### config.mk
export PLATFORM = sky130hd
export DESIGN_NAME = occupancy_grid_neighbor_engine
export DESIGN_NICKNAME = d
export VERILOG_FILES = /design/src/sv/ogne_pkg.sv /design/src/sv/occupancy_grid_neighbor_engine.sv /design/src/sv/ogne_ram.sv /design/src/sv/ogne_ctrl.sv /design/src/sv/ogne_dp.sv
export SDC_FILE = /design/constraint.sdc
export NUM_CORES = 2
export LEC_CHECK = 0
export BUFFER_PORTS_ARGS = -buffer_cell sky130_fd_sc_hd__buf_4
export CAP_MARGIN = 40
export CORE_UTILIZATION = 54
export CTS_CLUSTER_DIAMETER = 200
export DETAILED_ROUTE_END_ITERATION = 10
export PLACE_DENSITY = 0.69
export SLEW_MARGIN = 20
export SYNTH_ARGS = -nofsm -noshare
export SYNTH_HDL_FRONTEND = slang
export SYNTH_SLANG_ARGS = --single-unit
### constraint.sdc
create_clock -name clk -period 7.2 [get_ports clk]
set_input_delay 0.72 -clock clk [delete_from_list [all_inputs] [get_ports clk]]
set_output_delay 0.72 -clock clk [all_outputs]
set_load 0.02 [all_outputs]
### src/sv/ogne_pkg.sv
// ----------------------------------------------------------------------------
// ogne_pkg
// Shared types, constants and helpers of the occupancy grid neighbor engine.
// ----------------------------------------------------------------------------
package ogne_pkg;

  localparam int MAX_COLS = 64;
  localparam int MAX_ROWS = 64;
  localparam int COL_W    = $clog2(MAX_COLS);
  localparam int ROW_W    = $clog2(MAX_ROWS);
  localparam int DIM_W    = 7;   // width of the dimension registers
  localparam int CFG_IDX_W = 2;

  // register indexes of the configuration port
  localparam logic [CFG_IDX_W-1:0] CFG_GRID_WIDTH  = 2'd0;
  localparam logic [CFG_IDX_W-1:0] CFG_GRID_HEIGHT = 2'd1;
  localparam logic [CFG_IDX_W-1:0] CFG_DIAG_EN     = 2'd2;

  typedef enum logic [1:0] {
    REQ_BLOCK   = 2'd0,
    REQ_UNBLOCK = 2'd1,
    REQ_LOAD    = 2'd2,
    REQ_QUERY   = 2'd3
  } req_kind_t;

  typedef struct packed {
    req_kind_t        req_type;
    logic [COL_W-1:0] col;
    logic [ROW_W-1:0] row;
    logic [2:0]       byte_index;
    logic [7:0]       octet;
  } req_t;

  typedef struct packed {
    logic             status;
    logic             found;
    logic [COL_W-1:0] nbr_col;
    logic [ROW_W-1:0] nbr_row;
    logic             last;
  } rsp_t;

  // which row the datapath reads
  typedef enum logic [1:0] {
    RD_SEL_IN  = 2'd0,
    RD_SEL_DN  = 2'd1,
    RD_SEL_MID = 2'd2
  } rd_sel_t;

  // which result the datapath launches
  typedef enum logic [1:0] {
    EM_IDLE = 2'd0,
    EM_ERR  = 2'd1,
    EM_DONE = 2'd2,
    EM_PICK = 2'd3
  } emit_t;

  typedef struct packed {
    logic    capture;
    logic    rd_en;
    rd_sel_t rd_sel;
    logic    cap_up;
    logic    cap_dn;
    logic    build_mask;
    logic    write_back;
    emit_t   emit;
  } ctl_cmd_t;

  typedef struct packed {
    logic in_range;
    logic is_query;
    logic mask_zero;
    logic mask_one;
  } dp_sts_t;

  // neighbor offsets, modulo 2**DIM_W; diagonals first, then up, down, left, right
  function automatic logic [DIM_W-1:0] dir_dcol(input logic [2:0] i);
    logic [DIM_W-1:0] d;
    case (i)
      3'd0, 3'd1, 3'd7: d = DIM_W'(1);
      3'd2, 3'd3, 3'd6: d = '1;
      default:          d = '0;
    endcase
    return d;
  endfunction

  function automatic logic [DIM_W-1:0] dir_drow(input logic [2:0] i);
    logic [DIM_W-1:0] d;
    case (i)
      3'd0, 3'd3, 3'd4: d = DIM_W'(1);
      3'd1, 3'd2, 3'd5: d = '1;
      default:          d = '0;
    endcase
    return d;
  endfunction

endpackage

### src/sv/occupancy_grid_neighbor_engine.sv
// ----------------------------------------------------------------------------
// occupancy_grid_neighbor_engine
// One blocked bit per grid cell with cell updates, row byte loads and
// neighbor queries.
// ----------------------------------------------------------------------------
// a request is taken at a clock edge with start high and busy low; each
// result shows on out_data for one cycle with out_strobe high and cannot be
// held off. block, unblock and load do a read-modify-write of one row: busy
// is high for one cycle and the single acknowledge beat is registered in the
// write-back state; no new request is taken until busy falls. a neighbor
// query reads the rows above, below and at the cell from the row store (one
// read port, one row per cycle), then sends one beat per unblocked in-bounds
// neighbor (diagonals only when enabled), one per cycle, or a single final
// beat if there is none, with busy high throughout. an out-of-range
// request answers with a single error beat. the store is empty after reset
// with no clearing pass: per-row valid bits make never written rows read as
// unblocked. configuration writes take effect at once and are meant for
// idle periods
module occupancy_grid_neighbor_engine (
  input  logic                           clk,
  input  logic                           rst_n,
  // request channel
  input  logic                           start,
  output logic                           busy,
  input  ogne_pkg::req_t                 in_data,
  // result channel
  output logic                           out_strobe,
  output ogne_pkg::rsp_t                 out_data,
  // configuration
  input  logic                           cfg_we,
  input  logic [ogne_pkg::CFG_IDX_W-1:0] cfg_index,
  input  logic [ogne_pkg::DIM_W-1:0]     cfg_data
);

  ogne_pkg::ctl_cmd_t cmd;
  ogne_pkg::dp_sts_t  sts;

  // sequencer
  ogne_ctrl u_ctrl (
    .clk   (clk),
    .rst_n (rst_n),
    .start (start),
    .busy  (busy),
    .sts   (sts),
    .cmd   (cmd)
  );

  // row store, neighbor mask and result register
  ogne_dp u_dp (
    .clk        (clk),
    .rst_n      (rst_n),
    .in_data    (in_data),
    .cfg_we     (cfg_we),
    .cfg_index  (cfg_index),
    .cfg_data   (cfg_data),
    .cmd        (cmd),
    .sts        (sts),
    .out_strobe (out_strobe),
    .out_data   (out_data)
  );

endmodule

### src/sv/ogne_ram.sv
// ----------------------------------------------------------------------------
// ogne_ram
// Generic single write, single read RAM with registered read data.
// ----------------------------------------------------------------------------
module ogne_ram #(
  parameter int WIDTH = 8,
  parameter int DEPTH = 16
) (
  input  logic                     clk,
  input  logic                     we,
  input  logic [$clog2(DEPTH)-1:0] waddr,
  input  logic [WIDTH-1:0]         wdata,
  input  logic                     re,
  input  logic [$clog2(DEPTH)-1:0] raddr,
  output logic [WIDTH-1:0]         rdata
);

  logic [WIDTH-1:0] mem [DEPTH];
  logic [WIDTH-1:0] rdata_r;

  always_ff @(posedge clk) begin
    if (we) begin
      mem[waddr] <= wdata;
    end
    if (re) begin
      rdata_r <= mem[raddr];
    end
  end

  assign rdata = rdata_r;

endmodule

### src/sv/ogne_ctrl.sv
// ----------------------------------------------------------------------------
// ogne_ctrl
// Request sequencer: read-modify-write for updates, three row reads and
// one result per cycle for neighbor queries, an error beat when out of range.
// ----------------------------------------------------------------------------
module ogne_ctrl (
  input  logic               clk,
  input  logic               rst_n,
  input  logic               start,
  output logic               busy,
  input  ogne_pkg::dp_sts_t  sts,
  output ogne_pkg::ctl_cmd_t cmd
);

  typedef enum logic [2:0] {
    S_IDLE,
    S_ERR,
    S_RMW,
    S_RD_DN,
    S_RD_MID,
    S_MASK,
    S_EMIT
  } state_t;

  state_t state_r, state_nxt;

  always_comb begin
    state_nxt      = state_r;
    cmd            = '0;
    cmd.rd_sel     = ogne_pkg::RD_SEL_IN;
    cmd.emit       = ogne_pkg::EM_IDLE;
    unique case (state_r)
      S_IDLE: begin
        if (start) begin
          cmd.capture = 1'b1;
          cmd.rd_en   = 1'b1;
          if (!sts.in_range) begin
            state_nxt = S_ERR;
          end else if (sts.is_query) begin
            state_nxt = S_RD_DN;
          end else begin
            state_nxt = S_RMW;
          end
        end
      end
      S_ERR: begin
        cmd.emit  = ogne_pkg::EM_ERR;
        state_nxt = S_IDLE;
      end
      S_RMW: begin
        cmd.write_back = 1'b1;
        cmd.emit       = ogne_pkg::EM_DONE;
        state_nxt      = S_IDLE;
      end
      S_RD_DN: begin
        cmd.cap_up = 1'b1;
        cmd.rd_en  = 1'b1;
        cmd.rd_sel = ogne_pkg::RD_SEL_DN;
        state_nxt  = S_RD_MID;
      end
      S_RD_MID: begin
        cmd.cap_dn = 1'b1;
        cmd.rd_en  = 1'b1;
        cmd.rd_sel = ogne_pkg::RD_SEL_MID;
        state_nxt  = S_MASK;
      end
      S_MASK: begin
        cmd.build_mask = 1'b1;
        state_nxt      = S_EMIT;
      end
      S_EMIT: begin
        if (sts.mask_zero) begin
          cmd.emit  = ogne_pkg::EM_DONE;
          state_nxt = S_IDLE;
        end else begin
          cmd.emit = ogne_pkg::EM_PICK;
          if (sts.mask_one) begin
            state_nxt = S_IDLE;
          end
        end
      end
      default: state_nxt = S_IDLE;
    endcase
  end

  always_ff @(posedge clk) begin
    if (!rst_n) begin
      state_r <= S_IDLE;
    end else begin
      state_r <= state_nxt;
    end
  end

  assign busy = (state_r != S_IDLE);

endmodule

### src/sv/ogne_dp.sv
// ----------------------------------------------------------------------------
// ogne_dp
// Datapath: configuration, row store with per-row valid bits, neighbor
// mask and the result register.
// ----------------------------------------------------------------------------
module ogne_dp (
  input  logic                                 clk,
  input  logic                                 rst_n,
  input  ogne_pkg::req_t                       in_data,
  input  logic                                 cfg_we,
  input  logic [ogne_pkg::CFG_IDX_W-1:0]       cfg_index,
  input  logic [ogne_pkg::DIM_W-1:0]           cfg_data,
  input  ogne_pkg::ctl_cmd_t                   cmd,
  output ogne_pkg::dp_sts_t                    sts,
  output logic                                 out_strobe,
  output ogne_pkg::rsp_t                       out_data
);

  logic [ogne_pkg::DIM_W-1:0]    grid_width_r, grid_height_r;
  logic                          diag_en_r;
  logic [ogne_pkg::DIM_W-1:0]    eff_w, eff_h;

  ogne_pkg::req_t                req_r;
  logic [ogne_pkg::ROW_W-1:0]    rd_addr, rd_addr_r;
  logic [ogne_pkg::MAX_ROWS-1:0] row_vld_r;
  logic [ogne_pkg::MAX_COLS-1:0] ram_q, row_q, up_r, dn_r, new_row, sel_row;
  logic [7:0]                    mask_r, mask_nxt;
  logic [2:0]                    pick;
  logic                          out_strobe_r;
  ogne_pkg::rsp_t                out_data_r, out_data_nxt;

  // configuration registers
  always_ff @(posedge clk) begin
    if (!rst_n) begin
      grid_width_r  <= ogne_pkg::DIM_W'(ogne_pkg::MAX_COLS);
      grid_height_r <= ogne_pkg::DIM_W'(ogne_pkg::MAX_ROWS);
      diag_en_r     <= 1'b0;
    end else if (cfg_we) begin
      unique case (cfg_index)
        ogne_pkg::CFG_GRID_WIDTH:  grid_width_r  <= cfg_data;
        ogne_pkg::CFG_GRID_HEIGHT: grid_height_r <= cfg_data;
        ogne_pkg::CFG_DIAG_EN:     diag_en_r     <= cfg_data[0];
        default: ;
      endcase
    end
  end

  assign eff_w = (grid_width_r > ogne_pkg::DIM_W'(ogne_pkg::MAX_COLS)) ?
                 ogne_pkg::DIM_W'(ogne_pkg::MAX_COLS) : grid_width_r;
  assign eff_h = (grid_height_r > ogne_pkg::DIM_W'(ogne_pkg::MAX_ROWS)) ?
                 ogne_pkg::DIM_W'(ogne_pkg::MAX_ROWS) : grid_height_r;

  // range check of the incoming request; a load only needs its row and a nonzero width
  always_comb begin
    sts.is_query = (in_data.req_type == ogne_pkg::REQ_QUERY);
    sts.in_range = ({1'b0, in_data.row} < eff_h) &&
                   ((in_data.req_type == ogne_pkg::REQ_LOAD) ? (eff_w != '0) :
                    ({1'b0, in_data.col} < eff_w));
    sts.mask_zero = (mask_r == '0);
    sts.mask_one  = (mask_r != '0) && ((mask_r & (mask_r - 8'd1)) == '0);
  end

  // read address: the query starts one row up, updates read their own row
  always_comb begin
    case (cmd.rd_sel)
      ogne_pkg::RD_SEL_DN:  rd_addr = req_r.row - ogne_pkg::ROW_W'(1);
      ogne_pkg::RD_SEL_MID: rd_addr = req_r.row;
      default: begin
        rd_addr = (in_data.req_type == ogne_pkg::REQ_QUERY) ?
                  in_data.row + ogne_pkg::ROW_W'(1) : in_data.row;
      end
    endcase
  end

  ogne_ram #(
    .WIDTH (ogne_pkg::MAX_COLS),
    .DEPTH (ogne_pkg::MAX_ROWS)
  ) u_ram (
    .clk   (clk),
    .we    (cmd.write_back),
    .waddr (req_r.row),
    .wdata (new_row),
    .re    (cmd.rd_en),
    .raddr (rd_addr),
    .rdata (ram_q)
  );

  // a row never written reads as all unblocked
  assign row_q = row_vld_r[rd_addr_r] ? ram_q : '0;

  always_comb begin
    new_row = row_q;
    for (int j = 0; j < ogne_pkg::MAX_COLS; j++) begin
      if (req_r.req_type == ogne_pkg::REQ_LOAD) begin
        if ((ogne_pkg::COL_W'(j) >> 3) == ogne_pkg::COL_W'(req_r.byte_index) &&
            ogne_pkg::DIM_W'(j) < eff_w) begin
          new_row[j] = req_r.octet[j % 8];
        end
      end else if (ogne_pkg::COL_W'(j) == req_r.col) begin
        new_row[j] = (req_r.req_type == ogne_pkg::REQ_BLOCK);
      end
    end
  end

  // candidate neighbors, bit i in reporting order
  always_comb begin
    logic [ogne_pkg::DIM_W-1:0] nc, nr, dr;
    mask_nxt = '0;
    sel_row  = '0;
    nc       = '0;
    nr       = '0;
    dr       = '0;
    for (int i = 0; i < 8; i++) begin
      dr = ogne_pkg::dir_drow(3'(i));
      nc = {1'b0, req_r.col} + ogne_pkg::dir_dcol(3'(i));
      nr = {1'b0, req_r.row} + dr;
      if (dr == ogne_pkg::DIM_W'(1)) begin
        sel_row = up_r;
      end else if (dr == '0) begin
        sel_row = row_q;
      end else begin
        sel_row = dn_r;
      end
      mask_nxt[i] = (nc < eff_w) && (nr < eff_h) &&
                    !sel_row[nc[ogne_pkg::COL_W-1:0]] && (diag_en_r || i >= 4);
    end
  end

  always_comb begin
    pick = '0;
    for (int i = 7; i >= 0; i--) begin
      if (mask_r[i]) begin
        pick = 3'(i);
      end
    end
  end

  always_ff @(posedge clk) begin
    if (cmd.capture) begin
      req_r <= in_data;
    end
    if (cmd.rd_en) begin
      rd_addr_r <= rd_addr;
    end
    if (cmd.cap_up) begin
      up_r <= row_q;
    end
    if (cmd.cap_dn) begin
      dn_r <= row_q;
    end
    if (cmd.build_mask) begin
      mask_r <= mask_nxt;
    end else if (cmd.emit == ogne_pkg::EM_PICK) begin
      mask_r <= mask_r & (mask_r - 8'd1);
    end
  end

  always_ff @(posedge clk) begin
    if (!rst_n) begin
      row_vld_r <= '0;
    end else if (cmd.write_back) begin
      row_vld_r[req_r.row] <= 1'b1;
    end
  end

  // result register
  always_ff @(posedge clk) begin
    if (!rst_n) begin
      out_strobe_r <= 1'b0;
    end else begin
      out_strobe_r <= (cmd.emit != ogne_pkg::EM_IDLE);
    end
  end

  always_comb begin
    out_data_nxt = '0;
    case (cmd.emit)
      ogne_pkg::EM_ERR: begin
        out_data_nxt.status = 1'b1;
        out_data_nxt.last   = 1'b1;
      end
      ogne_pkg::EM_DONE: begin
        out_data_nxt.last = 1'b1;
      end
      ogne_pkg::EM_PICK: begin
        out_data_nxt.found   = 1'b1;
        out_data_nxt.nbr_col = ogne_pkg::COL_W'({1'b0, req_r.col} +
                                                ogne_pkg::dir_dcol(pick));
        out_data_nxt.nbr_row = ogne_pkg::ROW_W'({1'b0, req_r.row} +
                                                ogne_pkg::dir_drow(pick));
        out_data_nxt.last    = sts.mask_one;
      end
      default: ;
    endcase
  end

  always_ff @(posedge clk) begin
    out_data_r <= out_data_nxt;
  end

  assign out_strobe = out_strobe_r;
  assign out_data   = out_data_r;

endmodule

==> reports/qor.yml <==
die_h_um: 581
yosys-top-cells-area: "edfxtp_1 (72%), mux2i_1 (13%), nand2_1 (2.4%), mux4_2 (1.8%), a21oi_1 (1.6%)"
grt_pass1_vias: 101000
ir_worst_vdd_mv: 0.209
cts_max_path_buffers: 4
grt_pass1_wl_um: 781000
cts_sinks: 4425
fin_crit_sh_pct: 77.7
fin_worst_skew_ns: 0.0891
htreeDepth: 5
fillCellCount: 23800
end_kind: "flop"
ys_ff_latch: 4425
fin_cells: 16100
min_from: "cfg_data[4]"
first_pass_iters: 6
holdWs_ns: 0.0582
cts_tree: "done"
hold_viol: 0
num_vias: 108000
tightest_slew_ns: 1.32
async_reset_ff_share_pct: 0
ys_types: 81
max_freq_mhz: 179
hold_end: "u_dp.grid_height_r[4]"
netlist.area_leader.share_pct: 71.7
pre_cts_slack_ns: 1.77
setup_viol: 0
r2r-end: "u_dp.u_ram.rdata[61]"
viasPerCell: 6.72
start_util_pct: 54.3
area_growth_pct: 12.6
yosys_warnings: 0
route.detailed.drc: 0
routedWlPerCell_um: 35.5
seq_area_frac_synth_pct: 72.8
reg2regPathDepth: 9
die_w_um: 581
fin_tns_setup_ns: 0
r2r_slack_ns: 1.60
rsz0062_at_grt: "false"
grt_usage_pct: 33.0
io_pins: 55
clock_tree.root_cell: "clkbuf_16"
synth.avg_cell_area_sq_um: 16.4
cts_made_buffers: 432
cts_resized: 0
synth_area_leader_cell: "edfxtp_1"
num-nets-final: 11400
ys.flop_type: "edfxtp_1"
critical_path_class: "reg -> reg"
synth_edf_count: 4327
gp_congestion: 1.01
die_area_sq_um: 338000
worst_slack_ns: 1.60
totalWireLength_um: 570000
drt_iter0_drc: 17100
status: "completed"
worstPathArrival_ns: 6.45
drv_cap: 0
grt_start_max_net_pins: 136
min_path_type: "in -> reg"
max_slew_margin_pct: 12.2
syn_nets: 11200
drive_gt1_share_pct: 12.5
port_buffers: 54
ant_nets: 0
hold_depth: 3
cp-start-kind: "flop"
r2r_start: "u_dp.req_r[11]"
final_max_slew_viol_count: 0
power.density_nw_per_um2: 276
path_clk_slew_ns: 0.07
leakagePower_nw: 71.4
rows: 212
antenna_found_initial: 19
coreArea_sq_um: 334000
overflow: 0
dp.cells: 15200
cp_max_fo: 52
required_ns: 8.06
finalCriticalPeriod_ns: 5.60
clock_latency_ns: 1.01
netlist_area_sq_um: 181000
synthCells: 11100
hpwl_um: 308000
==> worst max-delay path: stages (launching register included) <==
cell	delay, ns
edfxtp_1	0.91
inv_1	0.42
ha_1	0.47
o221a_4	0.49
buf_4	0.68
buf_4	0.79
mux2i_1	0.29
o32ai_1	0.13
nor4_1	0.85
mux2_2	0.29
==> cell families after synthesis <==
kind of cell	count (synthesis)	synth area share [%]
fa+ha+maj	69	0.482
flops	4425	72.8
compound gates	1468	5.18
simple gates	1733	4.10
mux	2597	15.4
xor+xnor	27	0.131
buf+inv	737	1.95
==> Yosys cell counts (67+ instances only) <==
| cell | number |
|---|---|
| nor2_1 | 196 |
| o21a_1 | 72 |
| inv_1 | 67 |
| mux4_2 | 141 |
| dfxtp_1 | 98 |
| a21oi_1 | 586 |
| o32ai_1 | 258 |
| clkbuf_1 | 299 |
| buf_2 | 206 |
| mux2_2 | 67 |
| nor4_1 | 131 |
| mux2i_1 | 2389 |
| buf_4 | 92 |
| nand2_1 | 1178 |
| edfxtp_1 | 4327 |
| o21ai_0 | 99 |
| o22ai_1 | 272 |
==> report_power, final <==
| part | internal [mW] | switching (mW) |
|---|---|---|
| sequential | 28.6 | 0.284 |
| clock | 12.3 | 9.66 |
| combinational | 1.95 | 3.44 |
| total | 42.8 | 13.4 |
==> worst max path at each step <==
| stage | from | to | slack [ns] | cells past startpoint |
|---|---|---|---|---|
| floorplan | u_dp.req_r[17] | u_dp.u_ram.mem[0][58] | 1.61 | 10 |
| global placement | u_dp.req_r[11] | u_dp.u_ram.rdata[30] | 1.82 | 9 |
| detailed placement | u_dp.req_r[11] | u_dp.u_ram.rdata[30] | 1.77 | 9 |
| CTS | u_dp.req_r[11] | u_dp.u_ram.rdata[30] | 1.71 | 9 |
| global route | u_dp.req_r[11] | u_dp.u_ram.rdata[61] | 1.47 | 9 |
| finish | u_dp.req_r[11] | u_dp.u_ram.rdata[61] | 1.60 | 9 |
==> routing by layer <==
metal / wire [um] / global-route usage (%) / vias to the layer above
li1: - / - / 43800
met1: 217000 / 47.1 / 55100
met2: 249000 / 48.7 / 7831
met3: 76400 / 8.02 / 1327
met4: 28700 / 14.2 / 10
met5: 62 / 0 / -
==> layout make-up <==
class	instances	area (sq um)	area share (%)
Sequential cell	4425	132000	64.7
Multi-Input combinational cell	5894	47000	23.0
Clock buffer	527	11300	5.54
Timing Repair Buffer	496	5590	2.74
Tap cell	4387	5490	2.69
Clock inverter	270	2350	1.15
Inverter	78	315	0.155
Antenna cell	8	20.0	0.00982
==> cell usage in the layout, fill, tap and decap left out, types with 31 or more instances in the layout <==
master         Yosys  layout
a21oi_1          586     553
a21oi_4            0      33
and2_1            34      34
buf_12             1     100
buf_4             92     329
bufinv_16          0      31
clkbuf_1         299      88
clkbuf_16          0     437
clkinv_1           1     112
clkinv_2           0      88
dfxtp_1           98      98
dlygate4sd3_1      0      31
edfxtp_1        4327    4327
ha_1              65      64
inv_1             67      65
mux2_2            67      67
mux2i_1         2389    2389
mux4_2           141     141
nand2_1         1178    1174
nor2_1           196     128
nor2_4             1      69
nor2b_1           34      33
nor4_1           131     131
o21a_1            72      72
o21ai_0           99      99
o22ai_1          272     272
o32ai_1          258     258
==> sequential cells by signal (all words and copies together), names as in the netlist <==
signal / cells
u_dp.diag_en_r: 1
u_dp.rd_addr_r: 6
u_ctrl.state_r: 3
u_dp.u_ram.rdata: 64
u_dp.u_ram.mem: 4096
u_dp.grid_width_r: 7
u_dp.req_r: 25
u_dp.mask_r: 8
u_dp.out_data: 15
u_dp.grid_height_r: 7
u_dp.dn_r: 64
u_dp.row_vld_r: 64
u_dp.out_strobe: 1
u_dp.up_r: 64
==> per-stage QoR <==
step	total power [mW]	area, sq um	util (%)
after floorplan	32.9	181000	-
after global placement	34.5	189000	56.5
after detailed placement	34.6	190000	56.9
after CTS	56.2	204000	61.1
after global routing	57.5	204000	61.1
final	56.2	204000	61.1
==> timing repair <==
action | 4_1_cts | 5_1_grt
hold endpoints to repair | 36 | 0
buffers inserted | 0 | 0
hold buffers | 31 | 0
No activity file was read; power rests on OpenSTA's default activity.
